===== src/sv/tps_pkg.sv =====
// shared types, constants and pattern table for the tone pattern sequencer
// no dependencies
`default_nettype none

package tps_pkg;

  localparam int DUTY_BITS  = 10;
  localparam int TIME_BITS  = 32;
  localparam int FREQ_BITS  = 16;
  localparam int CFG_DUTY_W = 10;
  localparam int CFG_DATA_W = 16;
  localparam int DUTY_MAX   = (1 << DUTY_BITS) - 1;

  typedef logic [TIME_BITS-1:0] time_t;
  typedef logic [DUTY_BITS-1:0] duty_t;
  typedef logic [FREQ_BITS-1:0] freq_t;
  typedef logic [2:0]           pat_t;
  typedef logic [2:0]           pos_t;

  localparam pat_t PAT_NONE    = 3'd0;
  localparam pat_t PAT_WARNING = 3'd6;
  localparam pat_t PAT_ERROR   = 3'd7;

  typedef enum logic [2:0] {
    OP_TICK   = 3'd0,
    OP_START  = 3'd1,
    OP_CUSTOM = 3'd2,
    OP_STOP   = 3'd3,
    OP_ENABLE = 3'd4
  } op_e;

  typedef enum logic [1:0] {
    CFG_NORMAL_DUTY = 2'd0,
    CFG_STRONG_DUTY = 2'd1,
    CFG_WARN_REPEAT = 2'd2,
    CFG_ERR_REPEAT  = 2'd3
  } cfg_idx_e;

  typedef enum logic [1:0] {
    LVL_OFF    = 2'd0,
    LVL_NORMAL = 2'd1,
    LVL_STRONG = 2'd2
  } lvl_e;

  typedef struct packed {
    logic [CFG_DUTY_W-1:0] normal_duty;
    logic [CFG_DUTY_W-1:0] strong_duty;
    logic [15:0]           warning_repeat_ms;
    logic [15:0]           error_repeat_ms;
  } cfg_t;

  typedef struct packed {
    logic [2:0]  operation;
    time_t       now_ms;
    logic [3:0]  pattern_id;
    logic [15:0] custom_freq_hz;
    logic [15:0] custom_duty;
    logic [15:0] custom_length_ms;
    logic        enable_value;
  } in_item_t;

  typedef struct packed {
    logic  tone_on;
    freq_t tone_freq_hz;
    duty_t tone_duty;
    logic  busy;
  } res_t;

  typedef struct packed {
    freq_t      freq;
    logic [7:0] dur;
    lvl_e       level;
  } step_t;

  function automatic step_t step_lookup(pat_t pat, pos_t pos);
    step_t s;
    case ({pat, pos})
      {3'd1, 3'd0}: s = '{16'd880,  8'd90,  LVL_NORMAL};
      {3'd1, 3'd1}: s = '{16'd0,    8'd30,  LVL_OFF};
      {3'd1, 3'd2}: s = '{16'd1175, 8'd90,  LVL_NORMAL};
      {3'd1, 3'd3}: s = '{16'd0,    8'd30,  LVL_OFF};
      {3'd1, 3'd4}: s = '{16'd1568, 8'd120, LVL_NORMAL};
      {3'd2, 3'd0}: s = '{16'd1568, 8'd90,  LVL_NORMAL};
      {3'd2, 3'd1}: s = '{16'd0,    8'd30,  LVL_OFF};
      {3'd2, 3'd2}: s = '{16'd1175, 8'd90,  LVL_NORMAL};
      {3'd2, 3'd3}: s = '{16'd0,    8'd30,  LVL_OFF};
      {3'd2, 3'd4}: s = '{16'd880,  8'd120, LVL_NORMAL};
      {3'd3, 3'd0}: s = '{16'd1568, 8'd60,  LVL_NORMAL};
      {3'd3, 3'd1}: s = '{16'd0,    8'd40,  LVL_OFF};
      {3'd3, 3'd2}: s = '{16'd2093, 8'd80,  LVL_NORMAL};
      {3'd4, 3'd0}: s = '{16'd1175, 8'd60,  LVL_NORMAL};
      {3'd5, 3'd0}: s = '{16'd3000, 8'd25,  LVL_STRONG};
      {3'd6, 3'd0}: s = '{16'd1175, 8'd60,  LVL_NORMAL};
      {3'd7, 3'd0}: s = '{16'd880,  8'd70,  LVL_STRONG};
      {3'd7, 3'd1}: s = '{16'd0,    8'd100, LVL_OFF};
      {3'd7, 3'd2}: s = '{16'd880,  8'd70,  LVL_STRONG};
      default:      s = '{16'd0,    8'd0,   LVL_OFF};
    endcase
    return s;
  endfunction

  function automatic pos_t step_count(pat_t pat);
    pos_t c;
    case (pat)
      3'd1, 3'd2:       c = 3'd5;
      3'd3, 3'd7:       c = 3'd3;
      3'd4, 3'd5, 3'd6: c = 3'd1;
      default:          c = 3'd0;
    endcase
    return c;
  endfunction

  function automatic logic [15:0] repeat_of(pat_t pat, cfg_t cfg);
    logic [15:0] r;
    r = '0;
    if (pat == PAT_WARNING) r = cfg.warning_repeat_ms;
    if (pat == PAT_ERROR)   r = cfg.error_repeat_ms;
    return r;
  endfunction

  // clamp to the pwm range
  function automatic duty_t sat_duty(logic [15:0] v);
    logic [16:0] w;
    w = {1'b0, v};
    if (w > 17'(DUTY_MAX)) w = 17'(DUTY_MAX);
    return duty_t'(w);
  endfunction

  function automatic duty_t level_duty(lvl_e lvl, cfg_t cfg);
    duty_t d;
    case (lvl)
      LVL_NORMAL: d = sat_duty(16'(cfg.normal_duty));
      LVL_STRONG: d = sat_duty(16'(cfg.strong_duty));
      default:    d = '0;
    endcase
    return d;
  endfunction

endpackage

`default_nettype wire


===== src/sv/tps_cfg_regs.sv =====
// configuration register bank for the tone pattern sequencer
// depends on tps_pkg
`default_nettype none

module tps_cfg_regs import tps_pkg::*; (
  input  wire logic                  clk_i,
  input  wire logic                  rst_ni,
  input  wire logic                  cfg_valid_i,
  output logic                       cfg_ready_o,
  input  wire logic [1:0]            cfg_index_i,
  input  wire logic [CFG_DATA_W-1:0] cfg_data_i,
  output cfg_t                       cfg_o
);

  cfg_t cfg_q, cfg_d;

  assign cfg_ready_o = 1'b1;

  always_comb begin
    cfg_d = cfg_q;
    if (cfg_valid_i) begin
      unique case (cfg_idx_e'(cfg_index_i))
        CFG_NORMAL_DUTY: cfg_d.normal_duty       = cfg_data_i[CFG_DUTY_W-1:0];
        CFG_STRONG_DUTY: cfg_d.strong_duty       = cfg_data_i[CFG_DUTY_W-1:0];
        CFG_WARN_REPEAT: cfg_d.warning_repeat_ms = cfg_data_i[15:0];
        CFG_ERR_REPEAT:  cfg_d.error_repeat_ms   = cfg_data_i[15:0];
        default:         cfg_d = cfg_q;
      endcase
    end
  end

  always_ff @(posedge clk_i or negedge rst_ni) begin
    if (!rst_ni) begin
      cfg_q.normal_duty       <= CFG_DUTY_W'(512);
      cfg_q.strong_duty       <= CFG_DUTY_W'(1023);
      cfg_q.warning_repeat_ms <= 16'd2000;
      cfg_q.error_repeat_ms   <= 16'd1000;
    end else begin
      cfg_q <= cfg_d;
    end
  end

  assign cfg_o = cfg_q;

endmodule

`default_nettype wire


===== src/sv/tps_core.sv =====
// playback state and next-state update logic of the tone pattern sequencer
// depends on tps_pkg
`default_nettype none

module tps_core import tps_pkg::*; (
  input  wire logic     clk_i,
  input  wire logic     rst_ni,
  input  wire logic     fire_i,
  input  wire in_item_t item_i,
  input  wire cfg_t     cfg_i,
  output res_t          res_o
);

  logic  en_q, en_d;
  pat_t  pat_q, pat_d;
  pos_t  pos_q, pos_d;
  time_t step_end_q, step_end_d;
  time_t start_q, start_d;
  time_t next_cyc_q, next_cyc_d;
  logic  cust_q, cust_d;
  time_t cust_end_q, cust_end_d;
  freq_t freq_q, freq_d;
  duty_t duty_q, duty_d;

  pos_t        cnt, pos_inc, cnt_d;
  logic [15:0] rep, rep_d;
  logic        do_begin;
  pat_t        bpat;
  pos_t        bpos;
  step_t       stp;
  duty_t       stp_duty;
  time_t       now;

  assign now = item_i.now_ms;

  always_comb begin
    en_d       = en_q;
    pat_d      = pat_q;
    pos_d      = pos_q;
    step_end_d = step_end_q;
    start_d    = start_q;
    next_cyc_d = next_cyc_q;
    cust_d     = cust_q;
    cust_end_d = cust_end_q;
    freq_d     = freq_q;
    duty_d     = duty_q;
    do_begin   = 1'b0;
    bpat       = pat_q;
    bpos       = '0;
    cnt        = step_count(pat_q);
    rep        = repeat_of(pat_q, cfg_i);
    pos_inc    = pos_q + 3'd1;

    if (fire_i) begin
      case (op_e'(item_i.operation))
        OP_TICK: begin
          if (!en_q) begin
            freq_d = '0;
            duty_d = '0;
          end else if (cust_q) begin
            if (now >= cust_end_q) begin
              cust_d = 1'b0;
              freq_d = '0;
              duty_d = '0;
            end
          end else if (pat_q != PAT_NONE) begin
            if (pos_q >= cnt) begin
              // waiting for the repeat point
              if (rep == '0) begin
                pat_d  = PAT_NONE;
                freq_d = '0;
                duty_d = '0;
              end else if (now >= next_cyc_q) begin
                start_d  = now;
                pos_d    = '0;
                do_begin = 1'b1;
              end
            end else if (now >= step_end_q) begin
              pos_d = pos_inc;
              if (pos_inc < cnt) begin
                do_begin = 1'b1;
                bpos     = pos_inc;
              end else begin
                freq_d = '0;
                duty_d = '0;
                if (rep == '0) begin
                  pat_d = PAT_NONE;
                end else begin
                  next_cyc_d = start_q + TIME_BITS'(rep);
                end
              end
            end
          end
        end
        OP_START: begin
          if (en_q) begin
            cust_d     = 1'b0;
            pat_d      = item_i.pattern_id[3] ? PAT_NONE : item_i.pattern_id[2:0];
            pos_d      = '0;
            start_d    = now;
            next_cyc_d = '0;
            bpat       = pat_d;
            if (pat_d == PAT_NONE) begin
              freq_d = '0;
              duty_d = '0;
            end else begin
              do_begin = 1'b1;
            end
          end
        end
        OP_CUSTOM: begin
          if (en_q) begin
            if (item_i.custom_freq_hz == '0 || item_i.custom_duty == '0 ||
                item_i.custom_length_ms == '0) begin
              pat_d  = PAT_NONE;
              cust_d = 1'b0;
              freq_d = '0;
              duty_d = '0;
            end else begin
              pat_d      = PAT_NONE;
              cust_d     = 1'b1;
              cust_end_d = now + TIME_BITS'(item_i.custom_length_ms);
              freq_d     = item_i.custom_freq_hz;
              duty_d     = sat_duty(item_i.custom_duty);
            end
          end
        end
        OP_STOP: begin
          pat_d  = PAT_NONE;
          cust_d = 1'b0;
          freq_d = '0;
          duty_d = '0;
        end
        OP_ENABLE: begin
          en_d = item_i.enable_value;
          if (!item_i.enable_value) begin
            pat_d  = PAT_NONE;
            cust_d = 1'b0;
            freq_d = '0;
            duty_d = '0;
          end
        end
        default: ;
      endcase
    end

    // step entry: every path that begins a step has playback enabled
    stp      = step_lookup(bpat, bpos);
    stp_duty = level_duty(stp.level, cfg_i);
    if (do_begin) begin
      step_end_d = now + TIME_BITS'(stp.dur);
      if (stp.freq == '0 || stp.dur == '0 || stp_duty == '0) begin
        freq_d = '0;
        duty_d = '0;
      end else begin
        freq_d = stp.freq;
        duty_d = stp_duty;
      end
    end
  end

  // result from the updated state
  always_comb begin
    cnt_d = step_count(pat_d);
    rep_d = repeat_of(pat_d, cfg_i);
    res_o.tone_on      = (duty_d != '0);
    res_o.tone_freq_hz = (duty_d != '0) ? freq_d : '0;
    res_o.tone_duty    = duty_d;
    res_o.busy         = en_d && (cust_d ||
                         (pat_d != PAT_NONE && (pos_d < cnt_d || rep_d != '0)));
  end

  always_ff @(posedge clk_i or negedge rst_ni) begin
    if (!rst_ni) begin
      en_q       <= 1'b1;
      pat_q      <= PAT_NONE;
      pos_q      <= '0;
      step_end_q <= '0;
      start_q    <= '0;
      next_cyc_q <= '0;
      cust_q     <= 1'b0;
      cust_end_q <= '0;
      freq_q     <= '0;
      duty_q     <= '0;
    end else begin
      en_q       <= en_d;
      pat_q      <= pat_d;
      pos_q      <= pos_d;
      step_end_q <= step_end_d;
      start_q    <= start_d;
      next_cyc_q <= next_cyc_d;
      cust_q     <= cust_d;
      cust_end_q <= cust_end_d;
      freq_q     <= freq_d;
      duty_q     <= duty_d;
    end
  end

endmodule

`default_nettype wire


===== src/sv/tone_pattern_sequencer_top.sv =====
// top level of the tone pattern sequencer: input register, result register
// depends on tps_pkg, tps_cfg_regs and tps_core
`default_nettype none

// Buzzer pattern player. Each input transaction carries the millisecond time
// and one operation (tick, start pattern, custom tone, stop, set enable) and
// yields exactly one result transaction with the drive state (tone_on,
// frequency, duty) and a busy flag. Throughput is one transaction per clock
// while the output side is not stalled: a transaction is captured in the input
// register, the playback state is then updated in a single pass through the
// step table and time compares, and the result lands in the output register
// as the state is written. The output register lets a new transaction
// in while an earlier result waits; in_stall_o rises only when both registers
// are full and out_stall_i is high. Configuration writes are always ready and
// are meant to be issued only while no transaction is in flight.

module tone_pattern_sequencer_top import tps_pkg::*; (
  input  wire logic                  clk_i,
  input  wire logic                  rst_ni,
  // input channel
  input  wire logic                  in_valid_i,
  output logic                       in_stall_o,
  input  wire logic [2:0]            operation_i,
  input  wire logic [TIME_BITS-1:0]  now_ms_i,
  input  wire logic [3:0]            pattern_id_i,
  input  wire logic [15:0]           custom_freq_hz_i,
  input  wire logic [15:0]           custom_duty_i,
  input  wire logic [15:0]           custom_length_ms_i,
  input  wire logic                  enable_value_i,
  // result channel
  output logic                       out_valid_o,
  input  wire logic                  out_stall_i,
  output logic                       tone_on_o,
  output logic [FREQ_BITS-1:0]       tone_freq_hz_o,
  output logic [DUTY_BITS-1:0]       tone_duty_o,
  output logic                       busy_res_o,
  // configuration write channel
  input  wire logic                  cfg_valid_i,
  output logic                       cfg_ready_o,
  input  wire logic [1:0]            cfg_index_i,
  input  wire logic [CFG_DATA_W-1:0] cfg_data_i
);

  logic     in_vld_q, in_vld_d;
  in_item_t item_q;
  logic     out_vld_q, out_vld_d;
  res_t     res_q;
  res_t     res_next;
  cfg_t     cfg;
  logic     advance;
  logic     fire;
  logic     take;

  // output register can load when empty or being drained this cycle
  assign advance    = !out_vld_q || !out_stall_i;
  assign fire       = in_vld_q && advance;
  assign in_stall_o = in_vld_q && !advance;
  assign take       = in_valid_i && !in_stall_o;

  assign in_vld_d  = in_stall_o ? in_vld_q : in_valid_i;
  assign out_vld_d = advance ? fire : out_vld_q;

  tps_cfg_regs u_cfg (
    .clk_i       (clk_i),
    .rst_ni      (rst_ni),
    .cfg_valid_i (cfg_valid_i),
    .cfg_ready_o (cfg_ready_o),
    .cfg_index_i (cfg_index_i),
    .cfg_data_i  (cfg_data_i),
    .cfg_o       (cfg)
  );

  // state is updated exactly once per transaction, when it moves on
  tps_core u_core (
    .clk_i  (clk_i),
    .rst_ni (rst_ni),
    .fire_i (fire),
    .item_i (item_q),
    .cfg_i  (cfg),
    .res_o  (res_next)
  );

  always_ff @(posedge clk_i or negedge rst_ni) begin
    if (!rst_ni) begin
      in_vld_q  <= 1'b0;
      out_vld_q <= 1'b0;
    end else begin
      in_vld_q  <= in_vld_d;
      out_vld_q <= out_vld_d;
    end
  end

  // payload registers, no reset needed
  always_ff @(posedge clk_i) begin
    if (take) begin
      item_q.operation        <= operation_i;
      item_q.now_ms           <= now_ms_i;
      item_q.pattern_id       <= pattern_id_i;
      item_q.custom_freq_hz   <= custom_freq_hz_i;
      item_q.custom_duty      <= custom_duty_i;
      item_q.custom_length_ms <= custom_length_ms_i;
      item_q.enable_value     <= enable_value_i;
    end
    if (fire) begin
      res_q <= res_next;
    end
  end

  assign out_valid_o    = out_vld_q;
  assign tone_on_o      = res_q.tone_on;
  assign tone_freq_hz_o = res_q.tone_freq_hz;
  assign tone_duty_o    = res_q.tone_duty;
  assign busy_res_o     = res_q.busy;

endmodule

`default_nettype wire


===== config.mk =====
export PLATFORM = sky130hd
export DESIGN_NAME = tone_pattern_sequencer_top
export DESIGN_NICKNAME = d
export VERILOG_FILES = /design/src/sv/tps_pkg.sv /design/src/sv/tps_cfg_regs.sv /design/src/sv/tps_core.sv /design/src/sv/tone_pattern_sequencer_top.sv
export SDC_FILE = /design/constraint.sdc
export NUM_CORES = 1
export LEC_CHECK = 0
export ABC_AREA = 1
export BUFFER_PORTS_ARGS = -buffer_cell sky130_fd_sc_hd__buf_2
export CAP_MARGIN = 10
export CORE_AREA = 2 2 197 296
export DETAILED_ROUTE_END_ITERATION = 12
export DIE_AREA = 0 0 199 298
export RECOVER_POWER = 50
export SLEW_MARGIN = 20
export SYNTH_ARGS = -nofsm -noshare
export SYNTH_HDL_FRONTEND = slang
export SYNTH_SLANG_ARGS = --single-unit

===== constraint.sdc =====
create_clock -name clk_i -period 5.7 [get_ports clk_i]
set_input_delay 0.285 -clock clk_i [delete_from_list [all_inputs] [get_ports clk_i]]
set_output_delay 0.285 -clock clk_i [all_outputs]
set_load 0.03 [all_outputs]

==> out/qor.yml <==
violations: "max-capacitance violations, max-slew violations"
die_x_um: 199
wire_per_inst_um: 17.1
yosysWarnings: 0
io_pins: 142
path_max_fanout: 7
slowest_delay_ns: 0.45
synth_ff_type: "dfrtp_1"
first_pass_iters: 6
nets: 2840
n_antenna_cell: 0
io_buffer_count: 140
rows: 107
syn_area_um2: 19700
p_leak_nw: 10.9
drive_gt1_share_pct: 12.8
crit_path_top_delay_cell: "dfrtp_2"
synth_edf_count: 116
fillers: 5641
vias: 16800
first_global_vias: 17400
ant_nets: 0
finalCritPeriodShare_pct: 90.6
grt_max_degree: 112
core_um2: 56600
finalNonFillerCells: 3371
fmax_mhz: 194
swShare_pct: 39.1
ys_types: 62
hold_viol_final: 0
r2r_start: "u_core.pat_q[0]$_DFF_PN0_"
syn_area_per_cell_um2: 8.51
gp_congestion: 0.929
seq_area_frac_synth_pct: 45.2
power_density_nw_per_um2: 417
r2r_slack_ns: 0.53
drt-vias-per-instance: 5.00
grt_first_pass_wirelength_um: 90800
clkSinkCount: 332
clockPowerShare_pct: 24.7
required_ns: 6.11
status: "complete, but fails checks"
mostFrequentLayoutCells: "nand2_1, inv_1, o21ai_0"
placed_cells: 3207
cts.path.max_buffers: 3
clockRootBuffer: "clkbuf_16"
startpoint: "u_core.pat_q[0]$_DFF_PN0_"
cts_made_buffers: 38
grt_usage_pct: 19.7
timing.setup.tns_ns: 0
clock_latency_ns: 0.56
cp.arrival_ns: 5.58
switchingPower_mw: 3.85
internal-power_mw: 6.00
antenna_found_initial: 0
worstSetupPathType: "reg -> reg"
cts_tree: "done"
postSynthCellCount: 2320
hpwlAfterDp_um: 43500
finalSetupViolations: 0
syn-num-nets: 2580
die_y_um: 298
clkTransAtPathRegs_ns: 0.06
ys_ff_latch: 332
clock_skew_ns: 0.0316
h-tree-depth: 2
cp_common_cell: "nor2_2"
drc_errors: 0
rsz0062_at_grt: "no"
worstMarginPinSlew_ns: 2.79
hp-start: "cfg_data_i[12]"
grt-ovfl-total: 0
critPathLaunchType: "register"
hp-class: "in -> reg"
wl_um: 57700
floorplan.die_area_um2: 59300
total_power_mw: 9.85
area_growth_pct: 19.7
comb_power_share_pct: 38.9
initial_core_util_pct: 34.8
maxSlewHeadroom_pct: -86.2
mostFrequentLayoutCell: "nand2_1"
ir_worst_vdd_mv: 0.287
maxSlewViolCount: 135
cap_viol_max_count: 2
async_flop_share_pct: 65.1
worstSetupEndpointType: "register"
fin_crit_ns: 5.17
p_seq_share_pct: 36.4
drt-initial-drc-count: 930
worst paths after layout:
check / endpoint / depth (start not counted)
min in group asynchronous: u_cfg.cfg_o[46]$_DFFE_PN0P_ / 2
hold reg to reg: u_core.cust_end_q[0]$_DFFE_PN0P_ / 2
hold / removal: u_cfg.cfg_o[12]$_DFFE_PN0P_ / 3
setup reg to reg: u_core.step_end_q[31]$_DFFE_PN0P_ / 29
max in group asynchronous: in_vld_q$_DFFE_PN0N_ / 3
setup / recovery: u_core.step_end_q[31]$_DFFE_PN0P_ / 29
stage by stage:
| step | util (%) | hold slack, ns | instance area [um^2] | setup slack, ns |
|---|---|---|---|---|
| after floorplan | - | -0.0106 | 19700 | 0.754 |
| after global placement | 37.9 | 0.442 | 21500 | 0.338 |
| after detailed placement | 37.9 | 0.454 | 21500 | 0.184 |
| after CTS | 41.7 | 0.00616 | 23600 | 0.177 |
| after global routing | 41.7 | 0.0352 | 23600 | 0.0224 |
| final | 41.7 | 0.0196 | 23600 | 0.534 |
registers in the layout (all words and copies together) (netlist names):
signal             count
u_core.step_end_q     32
u_core.start_q        32
u_core.cust_q          1
u_core.freq_q         16
busy_res_o             1
in_vld_q               1
tone_freq_hz_o        16
u_cfg.cfg_o           52
u_core.pos_q           3
u_core.cust_end_q     32
u_core.duty_q         10
u_core.pat_q           3
u_core.next_cyc_q     32
item_q                88
tone_on_o              1
u_core.en_q            1
out_valid_o            1
tone_duty_o           10
worst max-delay path, delay by kind of cell, from the launching register on:
kind                       cells  cell delay (ns)
AOI/OAI and AO/OA              7             1.06
xor gates and xnor gates       1             0.15
adders and majority gates      2             0.71
buffers and inverters          3             0.23
DFF                            1             0.45
and+or+nand+nor               16             2.42
synthesized netlist by cell type (11+ instances only):
cell type    n  area share [%]
a31oi_1     12            0.38
a21oi_1    117             3.0
dfstp_2     24             3.2
edfxtp_1   116              18
xor2_1      42             1.9
nor2_1     163             3.1
dfrtp_1    192              24
nand3_1     76             1.9
o22ai_1     43             1.4
clkbuf_1    49            0.93
a22o_1      12            0.53
ha_1       146             9.3
nand2_1    464             8.8
xnor2_1     24             1.1
mux2_2      11            0.63
o21ai_0    234             5.9
o211ai_1    12            0.46
inv_2       22            0.42
inv_1      331             6.3
nand2_2     16            0.51
nand4_1     38             1.2
nor3_1      32            0.81
nor4_1      11            0.35
cell type report:
type                       count  area (um^2)  share of cell area, %
clock buffer                  48         1050                   4.44
clock inverter                20          173                  0.731
inverter                     355         1330                   5.65
multi-input combinational   1574         9240                   39.1
sequential                   332         8920                   37.8
tap                          763          955                   4.04
timing repair buffer         279         1950                   8.27
power by group through the flow:
stage / sequential (mW) / clock [mW] / combinational [mW]
3_5_place_dp: 3.61 / 0 / 3.76
5_1_grt: 3.65 / 2.58 / 4.38
4_1_cts: 3.58 / 2.49 / 3.83
6_report: 3.58 / 2.43 / 3.83
3_3_place_gp: 3.60 / 0 / 3.66
2_1_floorplan: 3.56 / 0 / 2.71
layer usage:
metal	track usage (%)	part of all wire (%)
met1	19.6	36
met2	37.7	54
met3	2.66	3.3
met4	12.2	6.6
met5	0	0
cells by family after synthesis:
| group | count (synthesis) | share of synthesized area [%] |
|---|---|---|
| DFF | 332 | 45.2 |
| buffers and inverters | 414 | 8.17 |
| adders and majority gates | 149 | 9.56 |
| AOI/OAI and AO/OA | 508 | 14.8 |
| and+or+nand+nor | 839 | 18.7 |
| other | 1 | 0.0190 |
| xor gates and xnor gates | 66 | 2.93 |
| muxes | 11 | 0.628 |
timing repair:
item,in CTS,in global routing
resized for setup,0,10
endpoints found under the hold margin,183,0
hold buffers,93,0
setup buffers,0,3
endpoints found under the setup margin,0,27
Note: power is estimated with default switching activity, not from simulation.
